===== src/sv/p2acg_pkg.sv =====
`timescale 1ns / 1ps
`default_nettype none
// ----------------------------------------------------------------------------
// p2acg_pkg
// Shared types and constants of the pixel to ANSI colour glyph encoder.
// ----------------------------------------------------------------------------
package p2acg_pkg;

  typedef struct packed {
    logic [7:0] red;
    logic [7:0] green;
    logic [7:0] blue;
    logic       row_end;
    logic       image_end;
  } pixel_t;

  typedef struct packed {
    logic [7:0] out_byte;
    logic       run_last;
  } result_t;

  typedef struct packed {
    logic [1:0] h;
    logic [3:0] t;
    logic [3:0] o;
  } digits_t;

  typedef struct packed {
    digits_t    r;
    digits_t    g;
    digits_t    b;
    logic [7:0] glyph;
    logic       row_end;
    logic       image_end;
  } cmd_t;

  localparam int unsigned SumW = 22;

  typedef struct packed {
    logic [SumW-1:0] sum;
    logic [1:0]      hr;
    logic [6:0]      rr;
    logic [1:0]      hg;
    logic [6:0]      rg;
    logic [1:0]      hb;
    logic [6:0]      rb;
    logic            row_end;
    logic            image_end;
  } lum_stage_t;

  localparam int unsigned QDepth = 4;
  localparam int unsigned QAw    = $clog2(QDepth);

  localparam logic [12:0] WRed   = 13'd2126;
  localparam logic [12:0] WGreen = 13'd7152;
  localparam logic [12:0] WBlue  = 13'd722;

  // Weighted sum at which luminance first exceeds each band top
  localparam logic [SumW-1:0] BandStep [9] = '{
    SumW'(26 * 10000), SumW'(52 * 10000), SumW'(77 * 10000),
    SumW'(103 * 10000), SumW'(128 * 10000), SumW'(154 * 10000),
    SumW'(179 * 10000), SumW'(205 * 10000), SumW'(230 * 10000)
  };

  localparam logic [7:0] RampGlyph [10] = '{
    8'h20, 8'h2E, 8'h3A, 8'h21, 8'h2B, 8'h2A, 8'h65, 8'h24, 8'h40, 8'h23
  };

  localparam logic [7:0] ChEsc   = 8'h1B;
  localparam logic [7:0] ChLbr   = 8'h5B;
  localparam logic [7:0] ChThree = 8'h33;
  localparam logic [7:0] ChEight = 8'h38;
  localparam logic [7:0] ChSemi  = 8'h3B;
  localparam logic [7:0] ChTwo   = 8'h32;
  localparam logic [7:0] ChZero  = 8'h30;
  localparam logic [7:0] ChM     = 8'h6D;
  localparam logic [7:0] ChNl    = 8'h0A;

  typedef enum logic [4:0] {
    ST_ESC, ST_LBR, ST_3, ST_8, ST_SEMI_A, ST_2, ST_SEMI_B,
    ST_RH, ST_RT, ST_RO, ST_SEMI_C,
    ST_GH, ST_GT, ST_GO, ST_SEMI_D,
    ST_BH, ST_BT, ST_BO, ST_M, ST_GLYPH, ST_NL,
    ST_X0, ST_X1, ST_X2, ST_X3
  } step_e;

endpackage
`default_nettype wire


===== src/sv/p2acg_front.sv =====
`timescale 1ns / 1ps
`default_nettype none
// ----------------------------------------------------------------------------
// p2acg_front
// Accepts pixels, computes the weighted luminance sum and the decimal digits
// of each channel over two stages, and hands a byte command to the queue.
// ----------------------------------------------------------------------------
module p2acg_front (
  input  wire logic              clk_i,
  input  wire logic              rst_ni,
  input  wire logic              in_valid_i,
  output logic                   in_stall_o,
  input  wire p2acg_pkg::pixel_t in_data_i,
  output logic                   cmd_valid_o,
  input  wire logic              q_full_i,
  output p2acg_pkg::cmd_t        cmd_o
);
  import p2acg_pkg::*;

  function automatic logic [1:0] hundreds(input logic [7:0] v);
    logic [1:0] h;
    h = (v >= 8'd200) ? 2'd2 : ((v >= 8'd100) ? 2'd1 : 2'd0);
    return h;
  endfunction

  function automatic logic [6:0] below_hundred(input logic [7:0] v, input logic [1:0] h);
    logic [7:0] r;
    r = v - ((h == 2'd2) ? 8'd200 : ((h == 2'd1) ? 8'd100 : 8'd0));
    return r[6:0];
  endfunction

  function automatic digits_t split(input logic [1:0] h, input logic [6:0] rem);
    digits_t    d;
    logic [14:0] prod;
    logic [6:0]  tens10;
    logic [6:0]  ones;
    prod   = 15'(rem) * 15'd205;
    d.h    = h;
    d.t    = prod[14:11];
    tens10 = 7'(d.t) * 7'd10;
    ones   = rem - tens10;
    d.o    = ones[3:0];
    return d;
  endfunction

  logic       s1_v_q, s2_v_q;
  pixel_t     s1_q;
  lum_stage_t s2_q, s2_d;
  logic       adv1, adv2;
  logic [3:0] band;

  assign adv2       = !s2_v_q || !q_full_i;
  assign adv1       = !s1_v_q || adv2;
  assign in_stall_o = !adv1;

  always_ff @(posedge clk_i or negedge rst_ni) begin
    if (!rst_ni) begin
      s1_v_q <= 1'b0;
      s2_v_q <= 1'b0;
    end else begin
      if (adv1) s1_v_q <= in_valid_i;
      if (adv2) s2_v_q <= s1_v_q;
    end
  end

  always_comb begin
    s2_d.sum = SumW'(21'(s1_q.red) * 21'(WRed))
             + SumW'(21'(s1_q.green) * 21'(WGreen))
             + SumW'(21'(s1_q.blue) * 21'(WBlue));
    s2_d.hr        = hundreds(s1_q.red);
    s2_d.rr        = below_hundred(s1_q.red, s2_d.hr);
    s2_d.hg        = hundreds(s1_q.green);
    s2_d.rg        = below_hundred(s1_q.green, s2_d.hg);
    s2_d.hb        = hundreds(s1_q.blue);
    s2_d.rb        = below_hundred(s1_q.blue, s2_d.hb);
    s2_d.row_end   = s1_q.row_end;
    s2_d.image_end = s1_q.image_end;
  end

  always_ff @(posedge clk_i) begin
    if (adv1 && in_valid_i) s1_q <= in_data_i;
    if (adv2 && s1_v_q) s2_q <= s2_d;
  end

  always_comb begin
    band = 4'd0;
    for (int i = 0; i < 9; i++) begin
      if (s2_q.sum >= BandStep[i]) band = 4'(i + 1);
    end
  end

  assign cmd_valid_o     = s2_v_q;
  assign cmd_o.r         = split(s2_q.hr, s2_q.rr);
  assign cmd_o.g         = split(s2_q.hg, s2_q.rg);
  assign cmd_o.b         = split(s2_q.hb, s2_q.rb);
  assign cmd_o.glyph     = RampGlyph[band];
  assign cmd_o.row_end   = s2_q.row_end;
  assign cmd_o.image_end = s2_q.image_end;

endmodule
`default_nettype wire


===== src/sv/p2acg_queue.sv =====
`timescale 1ns / 1ps
`default_nettype none
// ----------------------------------------------------------------------------
// p2acg_queue
// Short command queue that decouples classification from byte emission.
// ----------------------------------------------------------------------------
module p2acg_queue (
  input  wire logic            clk_i,
  input  wire logic            rst_ni,
  input  wire logic            push_i,
  input  wire p2acg_pkg::cmd_t push_data_i,
  output logic                 full_o,
  input  wire logic            pop_i,
  output logic                 not_empty_o,
  output p2acg_pkg::cmd_t      head_o
);
  import p2acg_pkg::*;

  cmd_t            mem_q [QDepth];
  logic [QAw-1:0]  wr_ptr_q, rd_ptr_q;
  logic [QAw:0]    count_q;
  logic            do_push, do_pop;

  assign full_o      = (count_q == (QAw+1)'(QDepth));
  assign not_empty_o = (count_q != '0);
  assign do_push     = push_i && !full_o;
  assign do_pop      = pop_i && not_empty_o;
  assign head_o      = mem_q[rd_ptr_q];

  always_ff @(posedge clk_i or negedge rst_ni) begin
    if (!rst_ni) begin
      wr_ptr_q <= '0;
      rd_ptr_q <= '0;
      count_q  <= '0;
    end else begin
      if (do_push) wr_ptr_q <= wr_ptr_q + 1'b1;
      if (do_pop) rd_ptr_q <= rd_ptr_q + 1'b1;
      if (do_push && !do_pop) count_q <= count_q + 1'b1;
      else if (do_pop && !do_push) count_q <= count_q - 1'b1;
    end
  end

  always_ff @(posedge clk_i) begin
    if (do_push) mem_q[wr_ptr_q] <= push_data_i;
  end

endmodule
`default_nettype wire


===== src/sv/p2acg_back.sv =====
`timescale 1ns / 1ps
`default_nettype none
// ----------------------------------------------------------------------------
// p2acg_back
// Walks one command through the escape sequence, one byte per cycle while
// the output is not stalled, into a registered output stage.
// ----------------------------------------------------------------------------
module p2acg_back (
  input  wire logic               clk_i,
  input  wire logic               rst_ni,
  input  wire logic               q_not_empty_i,
  input  wire p2acg_pkg::cmd_t    q_head_i,
  output logic                    pop_o,
  output logic                    out_valid_o,
  input  wire logic               out_stall_i,
  output p2acg_pkg::result_t      out_data_o
);
  import p2acg_pkg::*;

  function automatic step_e first_digit(input digits_t d, input step_e sh, input step_e st,
                                        input step_e so);
    step_e s;
    if (d.h != 2'd0) s = sh;
    else if (d.t != 4'd0) s = st;
    else s = so;
    return s;
  endfunction

  cmd_t    cmd_q;
  logic    cmd_v_q;
  step_e   step_q, step_nxt;
  result_t out_q;
  logic    out_v_q;
  logic    load, emit, last;
  logic [7:0] byte_val;

  assign load  = !out_v_q || !out_stall_i;
  assign emit  = load && cmd_v_q;
  assign pop_o = q_not_empty_i && (!cmd_v_q || (emit && last));

  always_comb begin
    step_nxt = ST_ESC;
    last     = 1'b0;
    byte_val = ChEsc;
    case (step_q)
      ST_ESC:    begin byte_val = ChEsc;   step_nxt = ST_LBR; end
      ST_LBR:    begin byte_val = ChLbr;   step_nxt = ST_3; end
      ST_3:      begin byte_val = ChThree; step_nxt = ST_8; end
      ST_8:      begin byte_val = ChEight; step_nxt = ST_SEMI_A; end
      ST_SEMI_A: begin byte_val = ChSemi;  step_nxt = ST_2; end
      ST_2:      begin byte_val = ChTwo;   step_nxt = ST_SEMI_B; end
      ST_SEMI_B: begin
        byte_val = ChSemi;
        step_nxt = first_digit(cmd_q.r, ST_RH, ST_RT, ST_RO);
      end
      ST_RH:     begin byte_val = ChZero + 8'(cmd_q.r.h); step_nxt = ST_RT; end
      ST_RT:     begin byte_val = ChZero + 8'(cmd_q.r.t); step_nxt = ST_RO; end
      ST_RO:     begin byte_val = ChZero + 8'(cmd_q.r.o); step_nxt = ST_SEMI_C; end
      ST_SEMI_C: begin
        byte_val = ChSemi;
        step_nxt = first_digit(cmd_q.g, ST_GH, ST_GT, ST_GO);
      end
      ST_GH:     begin byte_val = ChZero + 8'(cmd_q.g.h); step_nxt = ST_GT; end
      ST_GT:     begin byte_val = ChZero + 8'(cmd_q.g.t); step_nxt = ST_GO; end
      ST_GO:     begin byte_val = ChZero + 8'(cmd_q.g.o); step_nxt = ST_SEMI_D; end
      ST_SEMI_D: begin
        byte_val = ChSemi;
        step_nxt = first_digit(cmd_q.b, ST_BH, ST_BT, ST_BO);
      end
      ST_BH:     begin byte_val = ChZero + 8'(cmd_q.b.h); step_nxt = ST_BT; end
      ST_BT:     begin byte_val = ChZero + 8'(cmd_q.b.t); step_nxt = ST_BO; end
      ST_BO:     begin byte_val = ChZero + 8'(cmd_q.b.o); step_nxt = ST_M; end
      ST_M:      begin byte_val = ChM; step_nxt = ST_GLYPH; end
      ST_GLYPH:  begin
        byte_val = cmd_q.glyph;
        if (cmd_q.row_end) step_nxt = ST_NL;
        else if (cmd_q.image_end) step_nxt = ST_X0;
        else last = 1'b1;
      end
      ST_NL:     begin
        byte_val = ChNl;
        if (cmd_q.image_end) step_nxt = ST_X0;
        else last = 1'b1;
      end
      ST_X0:     begin byte_val = ChEsc;  step_nxt = ST_X1; end
      ST_X1:     begin byte_val = ChLbr;  step_nxt = ST_X2; end
      ST_X2:     begin byte_val = ChZero; step_nxt = ST_X3; end
      ST_X3:     begin byte_val = ChM;    last = 1'b1; end
      default:   begin byte_val = ChEsc;  last = 1'b1; end
    endcase
  end

  always_ff @(posedge clk_i or negedge rst_ni) begin
    if (!rst_ni) begin
      cmd_v_q <= 1'b0;
      step_q  <= ST_ESC;
      out_v_q <= 1'b0;
    end else begin
      if (load) out_v_q <= cmd_v_q;
      if (pop_o) begin
        cmd_v_q <= 1'b1;
        step_q  <= ST_ESC;
      end else if (emit) begin
        cmd_v_q <= !last;
        step_q  <= step_nxt;
      end
    end
  end

  always_ff @(posedge clk_i) begin
    if (pop_o) cmd_q <= q_head_i;
    if (emit) begin
      out_q.out_byte <= byte_val;
      out_q.run_last <= last;
    end
  end

  assign out_valid_o = out_v_q;
  assign out_data_o  = out_q;

  a_pop_when_free: assert property (@(posedge clk_i) disable iff (!rst_ni)
    pop_o |-> (!cmd_v_q || (emit && last)))
    else $error("command taken while one is still running");

  a_newline_flag: assert property (@(posedge clk_i) disable iff (!rst_ni)
    (emit && step_q == ST_NL) |-> cmd_q.row_end)
    else $error("newline emitted without row end");

  a_reset_flag: assert property (@(posedge clk_i) disable iff (!rst_ni)
    (emit && step_q == ST_X0) |-> cmd_q.image_end)
    else $error("colour reset emitted without image end");

  a_last_held: assert property (@(posedge clk_i) disable iff (!rst_ni)
    (emit && last) |=> (out_valid_o && out_data_o.run_last))
    else $error("final byte not presented with run_last");

endmodule
`default_nettype wire


===== src/sv/pixel_to_ansi_color_glyph_top.sv =====
`timescale 1ns / 1ps
`default_nettype none
// ----------------------------------------------------------------------------
// pixel_to_ansi_color_glyph_top
// Turns RGB pixels into ANSI truecolour escape text with a luminance glyph.
//
// Input channel: one pixel per item (in_valid_i / in_stall_o / in_data_i),
// with row_end and image_end flags.
// Output channel: one text byte per item (out_valid_o / out_stall_i /
// out_data_o), run_last marking the final byte of each pixel.
// Each pixel yields 14 to 25 bytes: ESC[38;2;R;G;Bm, the glyph, an optional
// newline and an optional ESC[0m.
// A pixel passes the two front-end stages, the command queue and the back
// end's command register before its first byte enters the output register.
// Throughput: one byte per cycle at the output register while the receiver
// does not stall; the back end takes the next pixel from the queue as it
// emits the last byte of the current one.
// The front end accepts a pixel per cycle until its two stages and the
// four-entry command queue fill.
// Reset empties the pipe, the queue and the output register.
// When the receiver stalls the output byte holds, and the queue and then
// the input channel back up.
// ----------------------------------------------------------------------------
module pixel_to_ansi_color_glyph_top (
  input  wire logic               clk_i,
  input  wire logic               rst_ni,
  input  wire logic               in_valid_i,
  output logic                    in_stall_o,
  input  wire p2acg_pkg::pixel_t  in_data_i,
  output logic                    out_valid_o,
  input  wire logic               out_stall_i,
  output p2acg_pkg::result_t      out_data_o
);
  import p2acg_pkg::*;

  cmd_t cmd, head;
  logic cmd_valid, q_full, q_not_empty, pop;

  p2acg_front u_front (
    .clk_i       (clk_i),
    .rst_ni      (rst_ni),
    .in_valid_i  (in_valid_i),
    .in_stall_o  (in_stall_o),
    .in_data_i   (in_data_i),
    .cmd_valid_o (cmd_valid),
    .q_full_i    (q_full),
    .cmd_o       (cmd)
  );

  p2acg_queue u_queue (
    .clk_i       (clk_i),
    .rst_ni      (rst_ni),
    .push_i      (cmd_valid),
    .push_data_i (cmd),
    .full_o      (q_full),
    .pop_i       (pop),
    .not_empty_o (q_not_empty),
    .head_o      (head)
  );

  p2acg_back u_back (
    .clk_i         (clk_i),
    .rst_ni        (rst_ni),
    .q_not_empty_i (q_not_empty),
    .q_head_i      (head),
    .pop_o         (pop),
    .out_valid_o   (out_valid_o),
    .out_stall_i   (out_stall_i),
    .out_data_o    (out_data_o)
  );

endmodule
`default_nettype wire

===== config.mk =====
export PLATFORM = sky130hd
export DESIGN_NAME = pixel_to_ansi_color_glyph_top
export DESIGN_NICKNAME = d
export VERILOG_FILES = /design/src/sv/p2acg_pkg.sv /design/src/sv/p2acg_front.sv /design/src/sv/p2acg_queue.sv /design/src/sv/p2acg_back.sv /design/src/sv/pixel_to_ansi_color_glyph_top.sv
export SDC_FILE = /design/constraint.sdc
export NUM_CORES = 1
export LEC_CHECK = 0
export BUFFER_PORTS_ARGS = -buffer_cell sky130_fd_sc_hd__buf_4
export CAP_MARGIN = 20
export CORE_MARGIN = 3
export CORE_UTILIZATION = 35
export DETAILED_ROUTE_END_ITERATION = 7
export HOLD_SLACK_MARGIN = 0.05
export SLEW_MARGIN = 40
export SYNTH_ARGS = -nofsm -noshare
export SYNTH_HDL_FRONTEND = slang
export SYNTH_HIERARCHICAL = 1
export SYNTH_SLANG_ARGS = --single-unit

===== constraint.sdc =====
create_clock -name clk_i -period 8 [get_ports clk_i]
set_input_delay 0 -clock clk_i [delete_from_list [all_inputs] [get_ports clk_i]]
set_output_delay 0 -clock clk_i [all_outputs]
set_load 0.01 [all_outputs]

==> parameters.txt <==
Parameter                              Value

Outcome
  Result of the run    completed

Yosys
  Xor/xnor share of the synthesized area    ~3.5%
  Share of synthesized area occupied by flip-flops and latches    a little over two fifths
  Number of enable-type register cells in the synthesized netlist    282
  Area fraction in compound gates after synthesis    9.44%
  Post-Synthesis Mean Instance Area    12.5 µm²
  Cell count after synthesis    1663
  Predominant post-synthesis flop cell    edfxtp_1
  Total of warnings raised by yosys    6
  Fraction of registers with async set or reset after synthesis    5.37%
  Simple-gate area share of the yosys netlist    under 10%
  Synthesized netlist net count    approximately 2100
  Flip-flop and latch count after synthesis    just under 300
  Mux cell area share after synthesis    approximately 5%
  Dominant combinational cell family by area after synthesis    adder cells
  Area share of fa/ha/maj cells after synthesis    between 20% and 30%
  Cell Area, Synth    roughly 21000 µm²
  Library cells used by synthesis    91

Clock tree
  Total number of H-tree levels    2
  Total clock sinks    slightly below 300
  Post-CTS setup buffer count    0
  CTS Buf Count    34
  CTS tree    done
  Worst-skew pair later-pin latency    roughly 550 ps
  CTS max path bufs    3
  Clock Root Buffer    clkbuf_16
  Worst-path clk slew    about 70 ps

Timing
  Setup_tns    0 ps
  Hold Slack    about 160 ps
  Final max-slew violation count    0
  Final clock period utilization by the worst path    81.8%
  Maximum clock skew at final layout    between 20 and 25 ps
  Slew at the pin closest to its max-slew limit    738 ps
  Tightest slew margin relative to the limit    roughly 50%
  Achievable frequency    between 150 and 200 MHz
  Final min period    6550 ps
  Unrepaired setup endpoints after global routing    no
  Fin. Hold Viols    0
  Total setup violations reported at the end of the flow    0

Cells and area
  Fraction of layout cells with a size suffix above 1    10.7%
  Total inserted antenna cells    0
  Layout fillers    approximately 5500
  Core Util, Final    about 40%
  Area growth from synthesis to final layout    11.9%
  Post-layout nets    roughly 2200

Detailed routing
  DRC violations left    0
  Number of iterations in the first detailed-routing pass    5
  Total wire length    around 42 mm
  Routed vias/inst    roughly 5
  Average wire per standard cell    roughly 16 µm
  Total via count after detailed routing    between 10000 and 15000
  Initial drt markers    a little over 800
  Final ANT Viol Nets    0

Setup path
  Worst Path Arrival    about 6900 ps
  WP data required    about 8300 ps
  Setup crit start kind    flop
  Critical Setup Path Class    flop to flop
  Highest net fanout along the worst path    7
  Category of the worst setup path capture point    flop

Floorplan
  Die H    ~250 µm
  Placeable core region    around 58000 µm²
  Initial core utilization    a little over a third
  Horiz. Die Dim    250 µm
  Number of rows created at floorplan    between 80 and 90
  Total die area    62300 µm²
  Number of top-level design ports    41

Place
  Dpl hpwl    just over 30 mm
  Final Wtd Congestion    roughly 0.86
  Number of buffer cells added on primary ports    40

GRT
  Number of antenna violations at the first check in global routing    0
  Pin count of the biggest net entering global routing    between 40 and 50
  Remaining global-route overflow    0
  Global-route wire length before repair    around 70 mm
  GR Util All Layers    a little over an eighth
  Via count of the first global-routing pass    roughly 13000

Hold path
  Min-delay worst type    input port to flop

Run
  Number of violations of the max-capacitance limit    0
[synth_stat cells (5+ instances only)]
cell      number  share of area, %
nor4_1         5              0.15
nand4_1        5              0.15
inv_1        248               4.5
buf_2         14              0.34
a211oi_1      24              0.87
xor2_1        31               1.3
o21ai_0       38              0.92
edfxtp_1     282                41
mux2_2         5              0.27
xnor2_1       46               1.9
nand2b_1      18              0.54
dfrtp_1       16               1.9
and3_1         9              0.27
nor2b_1       10              0.30
fa_1          95               9.2
nand2_1       56               1.0
or2_2         11              0.33
o21ai_1        5              0.12
a21o_1        19              0.69
o211ai_1      10              0.36
a211o_1        5              0.21
or3_1          7              0.21
mux4_2        38               4.1
ha_1         286                17
mux2i_1        6              0.29
nor3_1        28              0.68
clkbuf_1       5             0.090
a21oi_1       69               1.7
and2_1        14              0.42
nand3_1       25              0.60
a21boi_0       5              0.18
buf_4         17              0.61
nor2_1        66               1.2
a221oi_1       6              0.25
a31oi_1       13              0.39
o21bai_1      10              0.36
o21a_1        12              0.43
[metal layers]
layer | track usage (%) | part of all wire [%]
met1 | 18.1 | 46
met2 | 22.5 | 47
met3 | 2.44 | 3.5
met4 | 4.18 | 3.0
met5 | 0 | 0
[metrics by stage]
step                      cells  setup WS (ps)  cell area, µm²
final                      2528           1450           23200
after global routing       2528           1010           23200
after CTS                  2527           1440           23200
after detailed placement   2437           1490           21800
after global placement     2437           1680           21800
after floorplan            1663           2010           20800
[registers in the layout, summed over array words and instances, names as in the netlist]
name	cells
u_queue/rd_ptr_q	2
u_front/s2_q	39
u_back/cmd_v_q	1
u_queue/mem_q	160
u_front/s1_v_q	1
u_back/cmd_q	40
u_front/s1_q	26
u_front/cmd_o	8
u_back/out_valid_o	1
u_back/step_q	5
u_back/out_data_o	9
u_queue/wr_ptr_q	2
u_front/cmd_valid_o	1
u_queue/count_q	3
[critical path: stages, from the launching register on]
cell and delay (ps):
edfxtp_1 540, fa_1 700, inv_1 130, fa_1 550, inv_1 60, fa_1 530
inv_1 50, fa_1 500, inv_1 40, ha_1 340, nand2_1 70, o21ai_0 340
o2111ai_1 180, a21boi_0 270, nor2_1 80, xor2_1 160, fa_1 520, inv_1 50
ha_1 340, a21o_1 240, a22o_1 250, a211o_1 270, o311ai_0 110
[layout by cell type (no fill, tap or decap), types with 38 or more instances in the layout]
cell	synthesis	final
inv_1	248	248
fa_1	95	95
nor2_1	66	66
edfxtp_1	282	282
o21ai_0	38	38
buf_4	17	53
xnor2_1	46	46
mux4_2	38	38
nand2_1	56	56
a21oi_1	69	69
ha_1	286	286
[layout make-up]
class / count / area, µm² / area share (%)
clock buffers: 40 / 873 / 3.76
clock inverters: 20 / 225 / 0.970
inverters: 250 / 938 / 4.04
multi-input cells: 1070 / 10700 / 45.9
flip-flops and latches: 298 / 8870 / 38.2
well taps: 765 / 957 / 4.12
repair buffers: 85 / 714 / 3.08
[path summary, 6_finish.rpt]
| kind | start | end | slack (ps) | cells after the start |
|---|---|---|---|---|
| max in group asynchronous | rst_ni | u_queue/rd_ptr_q[0] | 7140 | 4 |
| min | in_data_i[11] | u_front/s1_q[11] | 160 | 2 |
| min in group asynchronous | rst_ni | u_queue/count_q[2] | 550 | 4 |
| max | u_front/s1_q[15] | u_front/s2_q[49] | 1450 | 22 |
| min reg2reg | u_front/s1_q[0] | u_front/cmd_o[0] | 450 | 0 |
| max reg2reg | u_front/s1_q[15] | u_front/s2_q[49] | 1450 | 22 |
[kinds of logic (layout without fill, tap and decap cells)]
| family | after synthesis | in the layout |
|---|---|---|
| flops | 298 | 298 |
| compound gates | 281 | 281 |
| simple gates | 276 | 276 |
| xor+xnor | 79 | 79 |
| mux | 52 | 52 |
| fa+ha+maj | 381 | 381 |
| other cells | 1 | 1 |
| buf+inv | 295 | 395 |
[timing repair]
| action | in CTS | in global routing |
|---|---|---|
| hold buffers | 30 | 1 |
| gates resized for setup | 0 | 0 |
| endpoints found under the hold margin | 46 | 16 |
Power is left out: the tool's default activity adds up to more than one toggle a clock period on the data nets, which glitch-free logic cannot reach.
